**src/hdl/pl0ts_pkg.sv**
```systemverilog
`default_nettype none
package pl0ts_pkg;

   localparam int NAME_CHARS_DEF    = 13;
   localparam int NUMBER_DIGITS_DEF = 5;

   // characters kept per word, fixed by the name output fields
   localparam int BUF_CHARS     = 13;
   localparam int NAME_LO_CHARS = 8;
   localparam int CH_IDX_W      = $clog2(BUF_CHARS);
   // word length saturates one above the cap set here
   localparam int WORD_LEN_CAP  = 16;
   localparam int WLEN_W        = 5;

   // queue depths, powers of two
   localparam int FQ_DEPTH = 2;
   localparam int RQ_DEPTH = 4;

   // token kinds
   localparam logic [5:0] TK_END     = 6'd0;
   localparam logic [5:0] TK_IDENT   = 6'd14;
   localparam logic [5:0] TK_NUMBER  = 6'd15;
   localparam logic [5:0] TK_BECOMES = 6'd16;
   localparam logic [5:0] TK_PLUS    = 6'd17;
   localparam logic [5:0] TK_MINUS   = 6'd18;
   localparam logic [5:0] TK_TIMES   = 6'd19;
   localparam logic [5:0] TK_SLASH   = 6'd20;
   localparam logic [5:0] TK_MOD     = 6'd21;
   localparam logic [5:0] TK_EQL     = 6'd22;
   localparam logic [5:0] TK_NEQ     = 6'd23;
   localparam logic [5:0] TK_LSS     = 6'd24;
   localparam logic [5:0] TK_LEQ     = 6'd25;
   localparam logic [5:0] TK_GTR     = 6'd26;
   localparam logic [5:0] TK_GEQ     = 6'd27;
   localparam logic [5:0] TK_LPAREN  = 6'd29;
   localparam logic [5:0] TK_RPAREN  = 6'd30;
   localparam logic [5:0] TK_COMMA   = 6'd31;
   localparam logic [5:0] TK_PERIOD  = 6'd32;
   localparam logic [5:0] TK_SEMI    = 6'd33;

   // error codes
   localparam logic [2:0] ERR_NONE        = 3'd0;
   localparam logic [2:0] ERR_BAD_SYMBOL  = 3'd1;
   localparam logic [2:0] ERR_BAD_IDENT   = 3'd2;
   localparam logic [2:0] ERR_LONG_NUMBER = 3'd3;
   localparam logic [2:0] ERR_LONG_IDENT  = 3'd4;

   // characters
   localparam logic [7:0] CH_LF     = 8'h0a;
   localparam logic [7:0] CH_BANG   = 8'h21;
   localparam logic [7:0] CH_PCT    = 8'h25;
   localparam logic [7:0] CH_LPAREN = 8'h28;
   localparam logic [7:0] CH_RPAREN = 8'h29;
   localparam logic [7:0] CH_STAR   = 8'h2a;
   localparam logic [7:0] CH_PLUS   = 8'h2b;
   localparam logic [7:0] CH_COMMA  = 8'h2c;
   localparam logic [7:0] CH_MINUS  = 8'h2d;
   localparam logic [7:0] CH_PERIOD = 8'h2e;
   localparam logic [7:0] CH_SLASH  = 8'h2f;
   localparam logic [7:0] CH_0      = 8'h30;
   localparam logic [7:0] CH_COLON  = 8'h3a;
   localparam logic [7:0] CH_SEMI   = 8'h3b;
   localparam logic [7:0] CH_LT     = 8'h3c;
   localparam logic [7:0] CH_EQ     = 8'h3d;
   localparam logic [7:0] CH_GT     = 8'h3e;

   // keywords, text stored reversed so the first char sits in the low byte
   localparam int KW_COUNT   = 14;
   localparam int KW_MAX_LEN = 9;
   localparam logic [KW_MAX_LEN*8-1:0] KW_TEXT [KW_COUNT] = '{
      72'("tsnoc"), 72'("rav"), 72'("erudecorp"), 72'("nigeb"), 72'("dne"),
      72'("elihw"), 72'("od"), 72'("fi"), 72'("neht"), 72'("esle"),
      72'("llac"), 72'("etirw"), 72'("daer"), 72'("ddo")
   };
   localparam logic [3:0] KW_LEN [KW_COUNT] = '{
      4'd5, 4'd3, 4'd9, 4'd5, 4'd3, 4'd5, 4'd2, 4'd2, 4'd4, 4'd4, 4'd4, 4'd5, 4'd4, 4'd3
   };
   localparam logic [5:0] KW_CODE [KW_COUNT] = '{
      6'd1, 6'd2, 6'd3, 6'd4, 6'd5, 6'd6, 6'd7, 6'd8, 6'd9, 6'd10, 6'd11, 6'd12, 6'd13,
      6'd28
   };

   typedef struct packed {
      logic is_nul;
      logic is_digit;
      logic is_alpha;
      logic is_punct;
   } byte_cls_type;

   typedef struct packed {
      logic [7:0]   text_byte;
      byte_cls_type cls;
   } fq_item_type;

   typedef struct packed {
      logic [5:0]  kind;
      logic [2:0]  err;
      logic [16:0] num;
      logic [63:0] lo;
      logic [39:0] hi;
      logic [3:0]  len;
      logic        last;
   } rsp_rec_type;

   typedef struct packed {
      logic [1:0]  cnt;
      rsp_rec_type rec0;
      rsp_rec_type rec1;
   } rspq_push_type;

   function automatic byte_cls_type classify(input logic [7:0] b);
      byte_cls_type c;
      c.is_nul   = (b == 8'd0);
      c.is_digit = b inside {[8'h30:8'h39]};
      c.is_alpha = b inside {[8'h41:8'h5a], [8'h61:8'h7a]};
      c.is_punct = b inside {[8'd33:8'd47], [8'd58:8'd64], [8'd91:8'd96], [8'd123:8'd126]};
      return c;
   endfunction

   // parallel compare against all keywords, zero when none matches
   function automatic logic [5:0] kw_lookup(input logic [BUF_CHARS*8-1:0] chars,
                                            input logic [WLEN_W-1:0] wlen);
      logic [5:0] code;
      logic       hit;
      code = 6'd0;
      for (int k = 0; k < KW_COUNT; k++) begin
         hit = (wlen == {1'b0, KW_LEN[k]});
         for (int i = 0; i < KW_MAX_LEN; i++) begin
            if (4'(i) < KW_LEN[k] && chars[i*8 +: 8] != KW_TEXT[k][i*8 +: 8]) begin
               hit = 1'b0;
            end
         end
         if (hit) begin
            code = KW_CODE[k];
         end
      end
      return code;
   endfunction

endpackage
`default_nettype wire

```
**src/hdl/pl0ts_front.sv**
```systemverilog
`default_nettype none
module pl0ts_front import pl0ts_pkg::*; (
   input  wire logic        clock,
   input  wire logic        reset,
   input  wire logic        req_push,
   input  wire logic [7:0]  req_text_byte,
   output logic             req_full,
   input  wire logic        item_take,
   output logic             item_valid,
   output fq_item_type      item
);

   localparam int PTR_W = $clog2(FQ_DEPTH);
   localparam int CNT_W = $clog2(FQ_DEPTH + 1);

   fq_item_type      ent_ff [FQ_DEPTH];
   logic [PTR_W-1:0] wr_ff, wr_in, rd_ff, rd_in;
   logic [CNT_W-1:0] cnt_ff, cnt_in;
   logic             push_ok, pop_ok;

   assign req_full   = (cnt_ff == CNT_W'(FQ_DEPTH));
   assign item_valid = (cnt_ff != '0);
   assign item       = ent_ff[rd_ff];
   assign push_ok    = req_push && !req_full;
   assign pop_ok     = item_take && item_valid;

   always_comb begin
      wr_in  = wr_ff + PTR_W'(push_ok);
      rd_in  = rd_ff + PTR_W'(pop_ok);
      cnt_in = cnt_ff + CNT_W'(push_ok) - CNT_W'(pop_ok);
   end

   always_ff @(posedge clock) begin
      if (reset) begin
         wr_ff  <= '0;
         rd_ff  <= '0;
         cnt_ff <= '0;
      end else begin
         wr_ff  <= wr_in;
         rd_ff  <= rd_in;
         cnt_ff <= cnt_in;
      end
   end

   // class bits are worked out once, on the way in
   always_ff @(posedge clock) begin
      if (push_ok) begin
         ent_ff[wr_ff] <= '{text_byte: req_text_byte, cls: classify(req_text_byte)};
      end
   end

endmodule
`default_nettype wire

```
**src/hdl/pl0ts_back.sv**
```systemverilog
`default_nettype none
module pl0ts_back import pl0ts_pkg::*; #(
   parameter int NAME_CHARS    = NAME_CHARS_DEF,
   parameter int NUMBER_DIGITS = NUMBER_DIGITS_DEF
) (
   input  wire logic         clock,
   input  wire logic         reset,
   input  wire logic         item_valid,
   input  wire fq_item_type  item,
   output logic              item_take,
   input  wire logic         rq_room,
   output rspq_push_type     rq_push
);

   typedef enum logic [5:0] {
      ST_IDLE    = 6'b000001,
      ST_WORD    = 6'b000010,
      ST_PEND    = 6'b000100,
      ST_SLASH   = 6'b001000,
      ST_COMMENT = 6'b010000,
      ST_HALT    = 6'b100000
   } scan_state_type;

   scan_state_type      mode_ff, mode_in;
   logic [7:0]          chars_ff [BUF_CHARS];
   logic [WLEN_W-1:0]   wlen_ff, wlen_in;
   logic [16:0]         accum_ff, accum_in;
   logic [7:0]          pend_ff, pend_in;
   logic                digit_ff, digit_in;

   logic                ch_we;
   logic [CH_IDX_W-1:0] ch_idx;
   logic [7:0]          b;
   byte_cls_type        cls;
   logic                alnum;
   logic [BUF_CHARS*8-1:0] chars_vec;
   logic [5:0]          kw_code;
   logic [63:0]         name_lo;
   logic [39:0]         name_hi;
   rsp_rec_type         res_v [2];
   logic [1:0]          n_v;
   logic                do_start, fail_v;
   logic [2:0]          fail_err;
   logic [5:0]          pend_kind;

   function automatic rsp_rec_type mk_rec(input logic [5:0] kind, input logic [2:0] err);
      rsp_rec_type r;
      r      = '0;
      r.kind = kind;
      r.err  = err;
      return r;
   endfunction

   assign item_take = item_valid && rq_room;
   assign b         = item.text_byte;
   assign cls       = item.cls;
   assign alnum     = cls.is_digit || cls.is_alpha;

   always_comb begin
      for (int k = 0; k < BUF_CHARS; k++) begin
         chars_vec[k*8 +: 8] = chars_ff[k];
      end
      for (int k = 0; k < NAME_LO_CHARS; k++) begin
         name_lo[k*8 +: 8] = (WLEN_W'(k) < wlen_ff) ? chars_ff[k] : 8'd0;
      end
      for (int k = NAME_LO_CHARS; k < BUF_CHARS; k++) begin
         name_hi[(k-NAME_LO_CHARS)*8 +: 8] = (WLEN_W'(k) < wlen_ff) ? chars_ff[k] : 8'd0;
      end
   end

   assign kw_code = kw_lookup(chars_vec, wlen_ff);

   always_comb begin
      case (pend_ff)
         CH_COLON: pend_kind = TK_BECOMES;
         CH_EQ:    pend_kind = TK_EQL;
         CH_BANG:  pend_kind = TK_NEQ;
         CH_LT:    pend_kind = TK_LEQ;
         default:  pend_kind = TK_GEQ;
      endcase
   end

   always_comb begin
      mode_in  = mode_ff;
      wlen_in  = wlen_ff;
      accum_in = accum_ff;
      pend_in  = pend_ff;
      digit_in = digit_ff;
      ch_we    = 1'b0;
      ch_idx   = wlen_ff[CH_IDX_W-1:0];
      res_v[0] = mk_rec(TK_END, ERR_NONE);
      res_v[1] = mk_rec(TK_END, ERR_NONE);
      n_v      = 2'd0;
      do_start = 1'b0;
      fail_v   = 1'b0;
      fail_err = ERR_NONE;

      case (mode_ff)
         ST_HALT: begin
            if (cls.is_nul) begin
               res_v[n_v[0]] = mk_rec(TK_END, ERR_NONE);
               n_v = n_v + 2'd1;
               mode_in = ST_IDLE;
            end
         end
         ST_COMMENT: begin
            if (cls.is_nul) begin
               res_v[n_v[0]] = mk_rec(TK_END, ERR_NONE);
               n_v = n_v + 2'd1;
               mode_in = ST_IDLE;
            end else if (b == CH_LF) begin
               mode_in = ST_IDLE;
            end
         end
         ST_SLASH: begin
            if (b == CH_SLASH) begin
               mode_in = ST_COMMENT;
            end else begin
               res_v[n_v[0]] = mk_rec(TK_SLASH, ERR_NONE);
               n_v = n_v + 2'd1;
               do_start = 1'b1;
            end
         end
         ST_PEND: begin
            if (b == CH_EQ) begin
               res_v[n_v[0]] = mk_rec(pend_kind, ERR_NONE);
               n_v = n_v + 2'd1;
               mode_in = ST_IDLE;
            end else if (pend_ff == CH_LT || pend_ff == CH_GT) begin
               res_v[n_v[0]] = mk_rec((pend_ff == CH_LT) ? TK_LSS : TK_GTR, ERR_NONE);
               n_v = n_v + 2'd1;
               do_start = 1'b1;
            end else begin
               fail_v   = 1'b1;
               fail_err = ERR_BAD_SYMBOL;
            end
         end
         ST_WORD: begin
            if (alnum) begin
               if (digit_ff) begin
                  if (wlen_ff >= WLEN_W'(NUMBER_DIGITS)) begin
                     fail_v   = 1'b1;
                     fail_err = ERR_LONG_NUMBER;
                  end else if (cls.is_alpha) begin
                     fail_v   = 1'b1;
                     fail_err = ERR_BAD_IDENT;
                  end else begin
                     // times ten as two shifts, wraps at 17 bits
                     accum_in = {accum_ff[13:0], 3'b000} + {accum_ff[15:0], 1'b0}
                              + {9'd0, b - CH_0};
                     wlen_in  = wlen_ff + 1'b1;
                  end
               end else begin
                  if (wlen_ff < WLEN_W'(BUF_CHARS)) begin
                     ch_we = 1'b1;
                  end
                  if (wlen_ff <= WLEN_W'(WORD_LEN_CAP)) begin
                     wlen_in = wlen_ff + 1'b1;
                  end
               end
            end else begin
               mode_in = ST_IDLE;
               if (digit_ff) begin
                  res_v[n_v[0]] = mk_rec(TK_NUMBER, ERR_NONE);
                  res_v[n_v[0]].num = accum_ff;
                  n_v = n_v + 2'd1;
                  do_start = 1'b1;
               end else if (kw_code != 6'd0) begin
                  res_v[n_v[0]] = mk_rec(kw_code, ERR_NONE);
                  n_v = n_v + 2'd1;
                  do_start = 1'b1;
               end else if (wlen_ff > WLEN_W'(NAME_CHARS) ||
                            wlen_ff > WLEN_W'(WORD_LEN_CAP)) begin
                  fail_v   = 1'b1;
                  fail_err = ERR_LONG_IDENT;
               end else begin
                  res_v[n_v[0]] = mk_rec(TK_IDENT, ERR_NONE);
                  res_v[n_v[0]].lo  = name_lo;
                  res_v[n_v[0]].hi  = name_hi;
                  res_v[n_v[0]].len = wlen_ff[3:0];
                  n_v = n_v + 2'd1;
                  do_start = 1'b1;
               end
            end
         end
         default: begin
            do_start = 1'b1;
         end
      endcase

      // scan the byte as the first of a new token
      if (do_start) begin
         mode_in = ST_IDLE;
         if (cls.is_nul) begin
            res_v[n_v[0]] = mk_rec(TK_END, ERR_NONE);
            n_v = n_v + 2'd1;
         end else if (alnum) begin
            ch_we    = 1'b1;
            ch_idx   = '0;
            wlen_in  = WLEN_W'(1);
            digit_in = cls.is_digit;
            accum_in = cls.is_digit ? {9'd0, b - CH_0} : 17'd0;
            mode_in  = ST_WORD;
         end else if (cls.is_punct) begin
            case (b)
               CH_EQ, CH_LT, CH_GT, CH_COLON, CH_BANG: begin
                  pend_in = b;
                  mode_in = ST_PEND;
               end
               CH_SLASH: mode_in = ST_SLASH;
               CH_PLUS, CH_MINUS, CH_STAR, CH_PCT, CH_LPAREN, CH_RPAREN, CH_COMMA,
               CH_PERIOD, CH_SEMI: begin
                  case (b)
                     CH_PLUS:   res_v[n_v[0]] = mk_rec(TK_PLUS, ERR_NONE);
                     CH_MINUS:  res_v[n_v[0]] = mk_rec(TK_MINUS, ERR_NONE);
                     CH_STAR:   res_v[n_v[0]] = mk_rec(TK_TIMES, ERR_NONE);
                     CH_PCT:    res_v[n_v[0]] = mk_rec(TK_MOD, ERR_NONE);
                     CH_LPAREN: res_v[n_v[0]] = mk_rec(TK_LPAREN, ERR_NONE);
                     CH_RPAREN: res_v[n_v[0]] = mk_rec(TK_RPAREN, ERR_NONE);
                     CH_COMMA:  res_v[n_v[0]] = mk_rec(TK_COMMA, ERR_NONE);
                     CH_PERIOD: res_v[n_v[0]] = mk_rec(TK_PERIOD, ERR_NONE);
                     default:   res_v[n_v[0]] = mk_rec(TK_SEMI, ERR_NONE);
                  endcase
                  n_v = n_v + 2'd1;
               end
               default: begin
                  fail_v   = 1'b1;
                  fail_err = ERR_BAD_SYMBOL;
               end
            endcase
         end
      end

      // a waiting symbol is always dropped, even one just set again
      if (mode_ff == ST_PEND) begin
         pend_in = 8'd0;
      end

      if (fail_v) begin
         res_v[n_v[0]] = mk_rec(TK_END, fail_err);
         n_v = n_v + 2'd1;
         mode_in = ST_HALT;
         if (cls.is_nul) begin
            res_v[n_v[0]] = mk_rec(TK_END, ERR_NONE);
            n_v = n_v + 2'd1;
            mode_in = ST_IDLE;
         end
      end

      if (n_v == 2'd1) begin
         res_v[0].last = 1'b1;
      end else if (n_v == 2'd2) begin
         res_v[1].last = 1'b1;
      end
   end

   always_comb begin
      rq_push.cnt  = item_take ? n_v : 2'd0;
      rq_push.rec0 = res_v[0];
      rq_push.rec1 = res_v[1];
   end

   always_ff @(posedge clock) begin
      if (reset) begin
         mode_ff  <= ST_IDLE;
         wlen_ff  <= '0;
         accum_ff <= '0;
         pend_ff  <= '0;
         digit_ff <= 1'b0;
      end else if (item_take) begin
         mode_ff  <= mode_in;
         wlen_ff  <= wlen_in;
         accum_ff <= accum_in;
         pend_ff  <= pend_in;
         digit_ff <= digit_in;
      end
   end

   always_ff @(posedge clock) begin
      if (item_take && ch_we) begin
         chars_ff[ch_idx] <= b;
      end
   end

endmodule
`default_nettype wire

```
**src/hdl/pl0ts_rspq.sv**
```systemverilog
`default_nettype none
module pl0ts_rspq import pl0ts_pkg::*; (
   input  wire logic          clock,
   input  wire logic          reset,
   input  wire rspq_push_type rq_push,
   output logic               rq_room,
   input  wire logic          rsp_pop,
   output logic               rsp_empty,
   output rsp_rec_type        head
);

   localparam int PTR_W = $clog2(RQ_DEPTH);
   localparam int CNT_W = $clog2(RQ_DEPTH + 1);

   rsp_rec_type      ent_ff [RQ_DEPTH];
   logic [PTR_W-1:0] wr_ff, wr_in, wr_nx, rd_ff, rd_in;
   logic [CNT_W-1:0] cnt_ff, cnt_in;
   logic             pop_ok;

   assign rsp_empty = (cnt_ff == '0);
   assign head      = ent_ff[rd_ff];
   assign pop_ok    = rsp_pop && !rsp_empty;
   // room for the two beats one byte can make
   assign rq_room   = (cnt_ff <= CNT_W'(RQ_DEPTH - 2));
   assign wr_nx     = wr_ff + 1'b1;

   always_comb begin
      wr_in  = wr_ff + PTR_W'(rq_push.cnt);
      rd_in  = rd_ff + PTR_W'(pop_ok);
      cnt_in = cnt_ff + CNT_W'(rq_push.cnt) - CNT_W'(pop_ok);
   end

   always_ff @(posedge clock) begin
      if (reset) begin
         wr_ff  <= '0;
         rd_ff  <= '0;
         cnt_ff <= '0;
      end else begin
         wr_ff  <= wr_in;
         rd_ff  <= rd_in;
         cnt_ff <= cnt_in;
      end
   end

   always_ff @(posedge clock) begin
      for (int i = 0; i < RQ_DEPTH; i++) begin
         if (rq_push.cnt != 2'd0 && PTR_W'(i) == wr_ff) begin
            ent_ff[i] <= rq_push.rec0;
         end else if (rq_push.cnt == 2'd2 && PTR_W'(i) == wr_nx) begin
            ent_ff[i] <= rq_push.rec1;
         end
      end
   end

endmodule
`default_nettype wire

```
**src/hdl/pl0_token_scanner.sv**
```systemverilog
// pl0 token scanner: one byte per cycle in when not full, beats out via a 4-deep queue
// a byte is held in the input queue, scanned, and its beats written to the result queue
// throughput: one byte per cycle while results drain; bounded by the result pop rate,
// since a byte that closes one token and opens another gives two beats
// reset: synchronous, clears both queues and returns the scanner to idle at once
`default_nettype none
module pl0_token_scanner import pl0ts_pkg::*; #(
   parameter int NAME_CHARS    = NAME_CHARS_DEF,
   parameter int NUMBER_DIGITS = NUMBER_DIGITS_DEF
) (
   input  wire logic        clock,
   input  wire logic        reset,
   input  wire logic        req_push,
   output logic             req_full,
   input  wire logic [7:0]  req_text_byte,
   output logic             rsp_empty,
   input  wire logic        rsp_pop,
   output logic [5:0]       rsp_token_kind,
   output logic [2:0]       rsp_error_code,
   output logic [16:0]      rsp_number_value,
   output logic [63:0]      rsp_name_low,
   output logic [39:0]      rsp_name_high,
   output logic [3:0]       rsp_name_length,
   output logic             rsp_is_last
);

   logic          item_valid, item_take, rq_room;
   fq_item_type   item;
   rspq_push_type rq_push;
   rsp_rec_type   head;

   pl0ts_front u_front (
      .clock         (clock),
      .reset         (reset),
      .req_push      (req_push),
      .req_text_byte (req_text_byte),
      .req_full      (req_full),
      .item_take     (item_take),
      .item_valid    (item_valid),
      .item          (item)
   );

   pl0ts_back #(
      .NAME_CHARS    (NAME_CHARS),
      .NUMBER_DIGITS (NUMBER_DIGITS)
   ) u_back (
      .clock      (clock),
      .reset      (reset),
      .item_valid (item_valid),
      .item       (item),
      .item_take  (item_take),
      .rq_room    (rq_room),
      .rq_push    (rq_push)
   );

   pl0ts_rspq u_rspq (
      .clock     (clock),
      .reset     (reset),
      .rq_push   (rq_push),
      .rq_room   (rq_room),
      .rsp_pop   (rsp_pop),
      .rsp_empty (rsp_empty),
      .head      (head)
   );

   assign rsp_token_kind   = head.kind;
   assign rsp_error_code   = head.err;
   assign rsp_number_value = head.num;
   assign rsp_name_low     = head.lo;
   assign rsp_name_high    = head.hi;
   assign rsp_name_length  = head.len;
   assign rsp_is_last      = head.last;

endmodule
`default_nettype wire

```
**config.mk**
```make
export PLATFORM = sky130hd
export DESIGN_NAME = pl0_token_scanner
export DESIGN_NICKNAME = d
export VERILOG_FILES = /design/src/hdl/pl0ts_pkg.sv /design/src/hdl/pl0ts_front.sv /design/src/hdl/pl0ts_back.sv /design/src/hdl/pl0ts_rspq.sv /design/src/hdl/pl0_token_scanner.sv
export SDC_FILE = /design/constraint.sdc
export NUM_CORES = 1
export LEC_CHECK = 0
export ABC_CLOCK_PERIOD_IN_PS = 17360
export BUFFER_PORTS_ARGS = -buffer_cell sky130_fd_sc_hd__buf_2
export CAP_MARGIN = 20
export CORE_ASPECT_RATIO = 1.1
export CORE_UTILIZATION = 49
export CTS_CLUSTER_SIZE = 30
export DETAILED_ROUTE_END_ITERATION = 10
export GPL_TIMING_DRIVEN = 0
export PLACE_DENSITY_LB_ADDON = 0.15
export SYNTH_ARGS = -nofsm -noshare
export SYNTH_HDL_FRONTEND = slang
export SYNTH_SLANG_ARGS = --single-unit
```
**constraint.sdc**
```tcl
create_clock -name clock -period 17.36 [get_ports clock]
set_input_delay 5.208 -clock clock [delete_from_list [all_inputs] [get_ports clock]]
set_output_delay 5.208 -clock clock [all_outputs]
set_load 0.1 [all_outputs]
```
==> impl_metrics.ini, run 1 <==
[grt]
grt_antenna_before_repair = 2
grt_pass1_wl_um = 136000
grt_overflow = 0
grt_max_degree = 24
track_usage_pct = 26.7
grt_pass1_vias = 21764

[drt]
maxUsedRoutingLayer = met5
met2_length_um = 46100
wl_met3_um = 5010
drc = 0
drt_first_iter_violations = 1845
drt-met1-wl_um = 37000
wire_per_inst_um = 26.0
firstDrtPassIters = 5
routed-via-count = 21605
avgViaCountPerCell = 6.15
wirelength_um = 91500
ant_nets = 0

[sta]
max_clock_freq_mhz = 103
min_period_ns = 9.69
rsz0062_at_grt = false
setup_violations = 0
worst_slack_ns = 7.67
slew_headroom_pct = 22.5
whs_ns = 0.457
skew_ns = 0.0282
worst_pin_slew_ns = 1.15
maxSlewViolCount = 0
min_period_over_period_pct = 55.8
fin_tns_setup_ns = 0
finalHoldViolCount = 0

[pwr]
seq_power_share_pct = 34.3
pwr-share-clk_pct = 21.7
p_leak_uw = 0.0143
power_per_cell_area_mw_per_mm2 = 184
peakVddDrop_v = 0.000182
p_sw_uw = 3150
p_sw_share_pct = 44.8
power.internal_uw = 3870
p_comb_share_pct = 44.0

[clocking]
cts-root-buf = clkbuf_16
postCtsResizedCells = 0
cts_buffers = 74
post-cts-setup-buffers = 0
tritoncts = built
path_clk_slew_ns = 0.07
cts-hold-fix-buffers = 0
htree_levels = 3
numClockSinks = 716
cts_buffer_depth = 3
clk_latency_ns = 0.63

[setup_path]
critical_path_class = reg2out
cp-end-kind = output port
arrival_ns = 4.48
startpoint_type = register
cp_max_fo = 10
required_ns = 12.15

[cells_and_area]
seq_area_mm2 = 0.0210
final_util_pct = 57.2
design_area_mm2 = 0.0381
finalNetCount = 2662
drive_gt1_share_pct = 20.7
nFillCells = 5311
area_growth_pct = 15.1
multiInputGateArea_mm2 = 0.0113

[logic_synthesis]
yosys_warnings = 0
synthDistinctLibCells = 96
synth_edf_count = 668
synth_seq_area_share_pct = 63.4
synth_ff_type = edfxtp_1
synthesis.nets = 2391
synthesis.area_mm2 = 0.0331
synth.ff_latch_count = 716
syn_inst = 2331
syn_area_per_cell_um2 = 14.2
async_reset_ff_share_pct = 0

[placement]
place.gp.congestion = 0.930
dp_slack_ns = 8.23
place_area_mm2 = 0.0358
dp_hpwl_um = 63300
io_buffers = 147

[hold_path]
min_path_type = reg2reg

[floorplan]
initial_core_util_pct = 49.7
dieArea_mm2 = 0.0687
die_h_um = 275
core_mm2 = 0.0666
num_rows = 99
die_w_um = 250
num_io_pins = 149

[run]
cap_violations = 0

[outcome]
status = finished, final reports clean
flip-flops by register name (all words and copies together) (netlist names):
name             cells
u_front.ent_ff      24
u_back.mode_ff       6
u_front.cnt_ff       2
u_rspq.ent_ff      540
u_front.rd_ff        1
u_rspq.cnt_ff        3
u_back.pend_ff       8
u_back.digit_ff      1
u_rspq.rd_ff         2
u_front.wr_ff        1
u_rspq.wr_ff         2
u_back.accum_ff     17
u_back.wlen_ff       5
u_back.chars_ff    104
cells in the final DEF (no fill, tap or decap), drive strengths merged, types with 11 or more instances in the layout:
cell     count
nor2b       18
inv         48
or3         18
edfxtp     668
nand2       99
nor4bb      13
mux2i       43
mux4       135
o2111ai     19
clkinv      28
dfxtp       48
clkbuf     159
ha          41
nand4       25
nor2       243
xor2        11
o21ai       45
xnor2       15
buf        290
nand3       17
and3       359
nor4        13
nor3        33
a21oi       55
cells in the mapped netlist (40+ instances only):
cell type | count | area share, %
o21ai_0 | 40 | 0.60
nand2_1 | 99 | 1.1
inv_1 | 44 | 0.50
and3_1 | 359 | 6.8
dfxtp_1 | 48 | 2.9
buf_2 | 72 | 1.1
ha_1 | 41 | 1.5
nor2_1 | 241 | 2.7
clkbuf_1 | 64 | 0.73
edfxtp_1 | 668 | 61
mux2i_1 | 43 | 1.3
a21oi_1 | 53 | 0.80
mux4_2 | 135 | 9.2
worst paths after layout:
path	from	endpoint	slack (ns)	cells after the start
worst max register to register	u_front.rd_ff	u_rspq.ent_ff[1][59]	9.84	22
worst min-delay path	u_back.pend_ff[5]	u_back.pend_ff[5]	0.46	2
worst max-delay path	u_rspq.rd_ff[0]	rsp_token_kind[2]	7.67	5
worst min register to register	u_back.pend_ff[5]	u_back.pend_ff[5]	0.46	2
worst max-delay path: stages, from the launching register on:
cell and delay (ns):
dfxtp_1 0.37, clkbuf_1 0.82, clkbuf_1 0.85, buf_1 0.82, mux4_2 0.67, buf_2 0.32
metrics by stage:
| step | instances | power, uW |
|---|---|---|
| after floorplan | 2331 | 4910 |
| after detailed placement | 3379 | 5550 |
| after CTS | 3509 | 7070 |
| after global placement | 3336 | 5620 |
| final | 3515 | 7030 |
| after global routing | 3514 | 7260 |
final cells by class:
cell class / count / share of cell area (%)
sequential: 716 / 55.1
multi-input combinational: 1407 / 29.6
clock buffer: 93 / 5.18
timing repair buffer: 195 / 4.14
tap: 858 / 2.82
buffer: 161 / 1.86
clock inverter: 37 / 0.830
inverter: 47 / 0.463
antenna: 1 / 0.00656
power groups by stage:
stage	Clock [uW]	Combinational, uW	Sequential [uW]
final	1520	3090	2410
after global routing	1620	3210	2440
after CTS	1550	3110	2410
after detailed placement	0	3100	2440
after global placement	0	2930	2690
after floorplan	0	2370	2540
cells by family (layout without fill, tap and decap cells):
group | Yosys count | after routing | share of synthesized area, %
AND/OR/NAND/NOR | 928 | 928 | 15.7
flip-flops | 716 | 716 | 63.4
AO/OA/AOI/OAI | 218 | 218 | 4.70
buffers and inverters | 208 | 533 | 2.67
multiplexers | 187 | 187 | 10.8
adder cells (fa/ha/maj) | 48 | 48 | 1.97
XOR/XNOR | 26 | 26 | 0.687
other | 0 | 1 | 0
layer usage:
layer / up-vias / GRT usage [%]
met5: - / 0
met4: 2 / 11.4
met3: 150 / 3.10
met2: 776 / 45.4
met1: 11020 / 34.9
li1: 9657 / -
Note: power is estimated with default switching activity, not from simulation.
==> inputs of run 2 (changes only) <==
Settings changed: ABC_CLOCK_PERIOD_IN_PS 17360 to 9200.
Clock period 17.36 ns to 9.2 ns, I/O delays scaled along.
==> run 2 against run 1 <==
- die area unchanged
- flip-flop and latch count unchanged
- clock power increased by 93%
- final cell count about the same
- sequential share of layout area shrank 0.16 points
- total power up 90%
- largest power group unchanged
==> impl_metrics.ini, run 2 (synthesized netlist as in run 1, its figures left out) <==
[floorplan]
num_io_pins = 149
die_w_um = 250
initial_core_util_pct = 49.7
core_mm2 = 0.0666
die_h_um = 275
dieArea_mm2 = 0.0687
num_rows = 99

[grt]
grt_pass1_vias = 21710
grt_pass1_wl_um = 135000
grt_overflow = 0
grt_antenna_before_repair = 2
track_usage_pct = 26.6
grt_max_degree = 23

[setup_path]
crit-reg2reg-launch = u_front.rd_ff
startpoint_type = register
rr_worst_depth = 22
required_ns = 9.52
rrSetupSlack_ns = 1.39
cpPeakStageDelay_ns = 0.97
crit_path_cell_trace = buf_4, buf_2, mux2i_1, inv_1, ha_1, o21ai_1, o32ai_1, and3b_1, buf_2, inv_1, ha_1, a21oi_1, a21oi_1, a2bb2oi_1, a21oi_2, nor3_1, nor2b_1, a211oi_4, buf_16, buf_8, buf_8, buf_16
cp-end-kind = register
cp_slowest_cell = a211oi_4
critical_path_class = reg2reg
arrival_ns = 8.13
cp_max_fo = 16
reg2reg_to = u_rspq.ent_ff[3][57]

[pwr]
peakVddDrop_v = 0.000380
p_sw_share_pct = 44.6
power.internal_uw = 7380
p_sw_uw = 5950
seq_power_share_pct = 34.1
pwr-share-clk_pct = 22.0
p_leak_uw = 0.0144
p_comb_share_pct = 43.9
power_per_cell_area_mw_per_mm2 = 349

[clocking]
cts-hold-fix-buffers = 0
tritoncts = built
cts-root-buf = clkbuf_16
numClockSinks = 716
postCtsResizedCells = 0
cts_buffer_depth = 3
cts_buffers = 74
htree_levels = 3
clk_latency_ns = 0.63
path_clk_slew_ns = 0.07
post-cts-setup-buffers = 0

[drt]
firstDrtPassIters = 5
wirelength_um = 91000
avgViaCountPerCell = 6.15
drc = 0
routed-via-count = 21617
wire_per_inst_um = 25.9
ant_nets = 0
drt_first_iter_violations = 1953

[run]
cap_violations = 0

[sta]
min_period_ns = 7.81
finalHoldViolCount = 0
skew_ns = 0.0230
min_period_over_period_pct = 84.9
setup_violations = 0
slew_headroom_pct = 24.1
rsz0062_at_grt = false
max_clock_freq_mhz = 128
maxSlewViolCount = 0
worst_pin_slew_ns = 1.14

[cells_and_area]
finalNetCount = 2661
regMostFlops = u_rspq.ent_ff
most-common-layout-cells = 668 x edfxtp_1, 359 x and3_1, 241 x nor2_1
fin_cells = 3513
area_growth_pct = 15.4
final_common_cell = edfxtp_1
largestRegisters = u_rspq.ent_ff: 540 flops, u_back.chars_ff: 104 flops, u_front.ent_ff: 24 flops
drive_gt1_share_pct = 20.8
nFillCells = 5288
final_util_pct = 57.4
largest_reg_flops = 540

[hold_path]
min_path_type = reg2reg
holdPathEnd = u_back.pend_ff[5]
hold_start = u_back.pend_ff[5]
whs_path_depth = 2

[placement]
io_buffers = 147
place.gp.congestion = 0.947
dp_hpwl_um = 63400
dp.cells = 3380

[outcome]
status = finished, final reports clean
==> run 2: changes by cell type in the layout (fill, tap and decap cells not counted), sizes merged <==
cell and change:
bufinv +2, clkinvlp -2, clkbuf -2
==> run 2: worst max-delay path, delay by kind of cell (launching register included) <==
family	cells	cell delay [ns]
fa+ha+maj	2	0.82
compound gates	7	2.14
mux	1	0.57
simple gates	3	1.36
buf+inv	9	2.19
flops	1	0.41
==> run 2: routing by layer <==
layer	global-route usage (%)	wire, um	vias to the layer above
li1	-	-	9634
met5	0	0	-
met2	45.8	46000	804
met3	2.90	5300	140
met4	10.4	2900	0
met1	34.9	36900	11039
==> run 2: final cells by class <==
cell class / instances / area (um2) / share of cell area [%]
Clock inverter: 37 / 369 / 0.965
Tap cell: 858 / 1070 / 2.81
Sequential cell: 716 / 21000 / 55.0
Antenna cell: 1 / 2.50 / 0.00655
Multi-Input combinational cell: 1407 / 11300 / 29.5
Timing Repair Buffer: 194 / 1650 / 4.30
Buffer: 161 / 709 / 1.86
Inverter: 47 / 176 / 0.461
Clock buffer: 92 / 1960 / 5.13
==> run 2: power groups by stage <==
stage / clock (uW) / sequential [uW] / combinational [uW]
after floorplan: 0 / 4640 / 4480
after global placement: 0 / 4780 / 5550
after detailed placement: 0 / 4610 / 5890
after CTS: 2970 / 4540 / 5900
after global routing: 3090 / 4590 / 6080
final: 2930 / 4540 / 5860
==> run 2: worst max-delay path by stage <==
stage,start,endpoint,slack [ns],depth (start not counted)
2_1_floorplan,u_front.rd_ff,u_rspq.ent_ff[1][0],-0.49,19
3_3_place_gp,u_front.rd_ff,u_rspq.ent_ff[3][65],-7.26,17
3_5_place_dp,u_front.rd_ff,u_rspq.ent_ff[3][63],1.53,22
4_1_cts,u_front.rd_ff,u_rspq.ent_ff[3][57],1.48,22
5_1_grt,u_front.rd_ff,u_rspq.ent_ff[3][63],1.13,21
6_report,u_front.rd_ff,u_rspq.ent_ff[3][57],1.39,22
==> run 2: through the flow <==
step                hold slack (ns)  instance area [um2]  setup TNS [ns]  setup slack (ns)  total power (uW)
detailed placement            0.443                35900               0              1.53             10500
global placement              0.435                35000        -2849.88             -7.26             10300
floorplan                     0.427                33200         -131.45            -0.487              9110
global route                  0.479                38200               0              1.13             13800
finish                        0.462                38200               0              1.39             13300
CTS                           0.452                38200               0              1.48             13400
==> inputs of run 3 (changes only) <==
Settings changed: ABC_CLOCK_PERIOD_IN_PS 9200 to 7600.
Clock period 9.2 ns to 7.6 ns, I/O delays scaled along.
==> run 3 against run 2 <==
- clock power rose by 21%
- total power rose by 21%
- final cell count rose by 0.28%
- sequential share of layout area fell by 0.11 points
- non-clock buffer count rose by 9
- clock-buffer cell count did not move
- register-to-register slack got worse by 0.99 ns
- critical path type unchanged
- largest cell class unchanged
==> impl_metrics.ini, run 3 (synthesized netlist as in run 1, its figures left out) <==
[cells_and_area]
most-common-layout-cells = 668 x edfxtp_1, 359 x and3_1, 241 x nor2_1
final_common_cell = edfxtp_1
area_growth_pct = 15.6
drive_gt1_share_pct = 21.1
largestRegisters = u_rspq.ent_ff: 540 flops, u_back.chars_ff: 104 flops, u_front.ent_ff: 24 flops
final_util_pct = 57.5
nFillCells = 5283
design_area_mm2 = 0.0383
regMostFlops = u_rspq.ent_ff
finalNetCount = 2670
fin_cells = 3523
largest_reg_flops = 540

[sta]
worst_pin_slew_ns = 1.11
fin_tns_setup_ns = 0
slew_headroom_pct = 25.1
setup_violations = 0
maxSlewViolCount = 0
max_clock_freq_mhz = 139
min_period_over_period_pct = 94.7
worst_slack_ns = 0.405
min_period_ns = 7.19
rsz0062_at_grt = false
finalHoldViolCount = 0
skew_ns = 0.0231

[setup_path]
arrival_ns = 7.51
cp_max_fo = 22
critical_path_class = reg2reg
required_ns = 7.92
crit_family = buffers and inverters
path_buf_inv = 7
cp_slowest_cell = inv_1
cp-end-kind = register
cpPeakStageDelay_ns = 0.82
crit_path_cell_trace = buf_4, buf_2, mux2i_1, inv_1, ha_1, nor4b_4, o22ai_2, o31a_1, nor3_2, inv_2, ha_1, a21oi_1, a21oi_1, a2bb2oi_1, a21oi_2, nor3_1, nor2b_1, o21ai_4, buf_12, buf_16, buf_12
startpoint_type = register

[clocking]
path_clk_slew_ns = 0.07
numClockSinks = 716
clk_latency_ns = 0.63
htree_levels = 3
cts_buffers = 74
tritoncts = built
cts-root-buf = clkbuf_16
cts_buffer_depth = 3

[placement]
dp.cells = 3380
dp_hpwl_um = 63400
place.gp.congestion = 0.947
place_area_mm2 = 0.0359
dp_slack_ns = -0.0665
io_buffers = 147

[hold_path]
min_path_type = reg2reg

[grt]
track_usage_pct = 26.6
grt_pass1_wl_um = 135000
grt_overflow = 0
grt_antenna_before_repair = 2
grt_pass1_vias = 21717
grt_max_degree = 23

[pwr]
power_per_cell_area_mw_per_mm2 = 423
p_leak_uw = 0.0144
peakVddDrop_v = 0.000460

[floorplan]
num_io_pins = 149
die_w_um = 250
initial_core_util_pct = 49.7
num_rows = 99
dieArea_mm2 = 0.0687
die_h_um = 275
core_mm2 = 0.0666

[run]
cap_violations = 0

[drt]
drc = 0
drt_first_iter_violations = 1826
wirelength_um = 91300
routed-via-count = 21612
ant_nets = 0
wire_per_inst_um = 25.9
avgViaCountPerCell = 6.13
firstDrtPassIters = 5

[outcome]
status = finished, final reports clean
==> run 3: changes by cell type in the layout (fill, tap and decap cells not counted), sizes merged <==
cell | before | now
buf | 290 | 299
clkinvlp | 2 | 3
diode | 1 | 2
inv | 48 | 47
==> run 3: timing repair <==
| item | 4_1_cts | 5_1_grt |
|---|---|---|
| setup buffers | 1 | 8 |
| hold buffers | 0 | 0 |
| gates resized for setup | 0 | 1 |
| endpoints found under the setup margin | 16 | 215 |
| pin swaps | 1 | 2 |
==> run 3: path summary, 6_finish.rpt <==
path	start	end	slack [ns]	depth (start not counted)
max	u_front.rd_ff	u_rspq.ent_ff[2][52]	0.41	21
min	u_back.pend_ff[5]	u_back.pend_ff[5]	0.45	2
min reg2reg	u_back.pend_ff[5]	u_back.pend_ff[5]	0.45	2
max reg2reg	u_front.rd_ff	u_rspq.ent_ff[2][52]	0.41	21
==> run 3: worst min-delay path, stage by stage, from the launching register on <==
cell	delay, ns
dfxtp_1	0.31
nand2_1	0.05
a21oi_1	0.05
==> run 3: area by class of cell <==
type	count	area, um2	area share (%)
clock buffer	92	1960	5.12
clock inverter	37	369	0.964
antenna	2	5.00	0.0131
buffer	161	709	1.85
sequential	716	21000	54.9
tap	858	1070	2.80
inverter	47	180	0.470
timing repair buffer	203	1710	4.47
multi-input combinational	1407	11300	29.4
==> run 3: through the flow <==
step,hold slack [ns],power (uW)
2_1_floorplan,0.427,11000
3_3_place_gp,0.435,12500
3_5_place_dp,0.443,12700
4_1_cts,0.452,16200
5_1_grt,0.479,16700
6_report,0.451,16200
==> run 3: report_power, final <==
| group | switching, uW | total (uW) | internal (uW) |
|---|---|---|---|
| Combinational | 5480 | 7140 | 1660 |
| Clock | 1510 | 3550 | 2040 |
| Sequential | 231 | 5500 | 5260 |
| Total | 7220 | 16200 | 8960 |
==> run 3: metal layers <==
layer	global-route usage, %	up-vias	routed length [um]
li1	-	9650	-
met1	34.9	11021	37300
met2	45.7	790	46000
met3	2.90	151	4890
met4	10.6	0	3110
met5	0	-	0
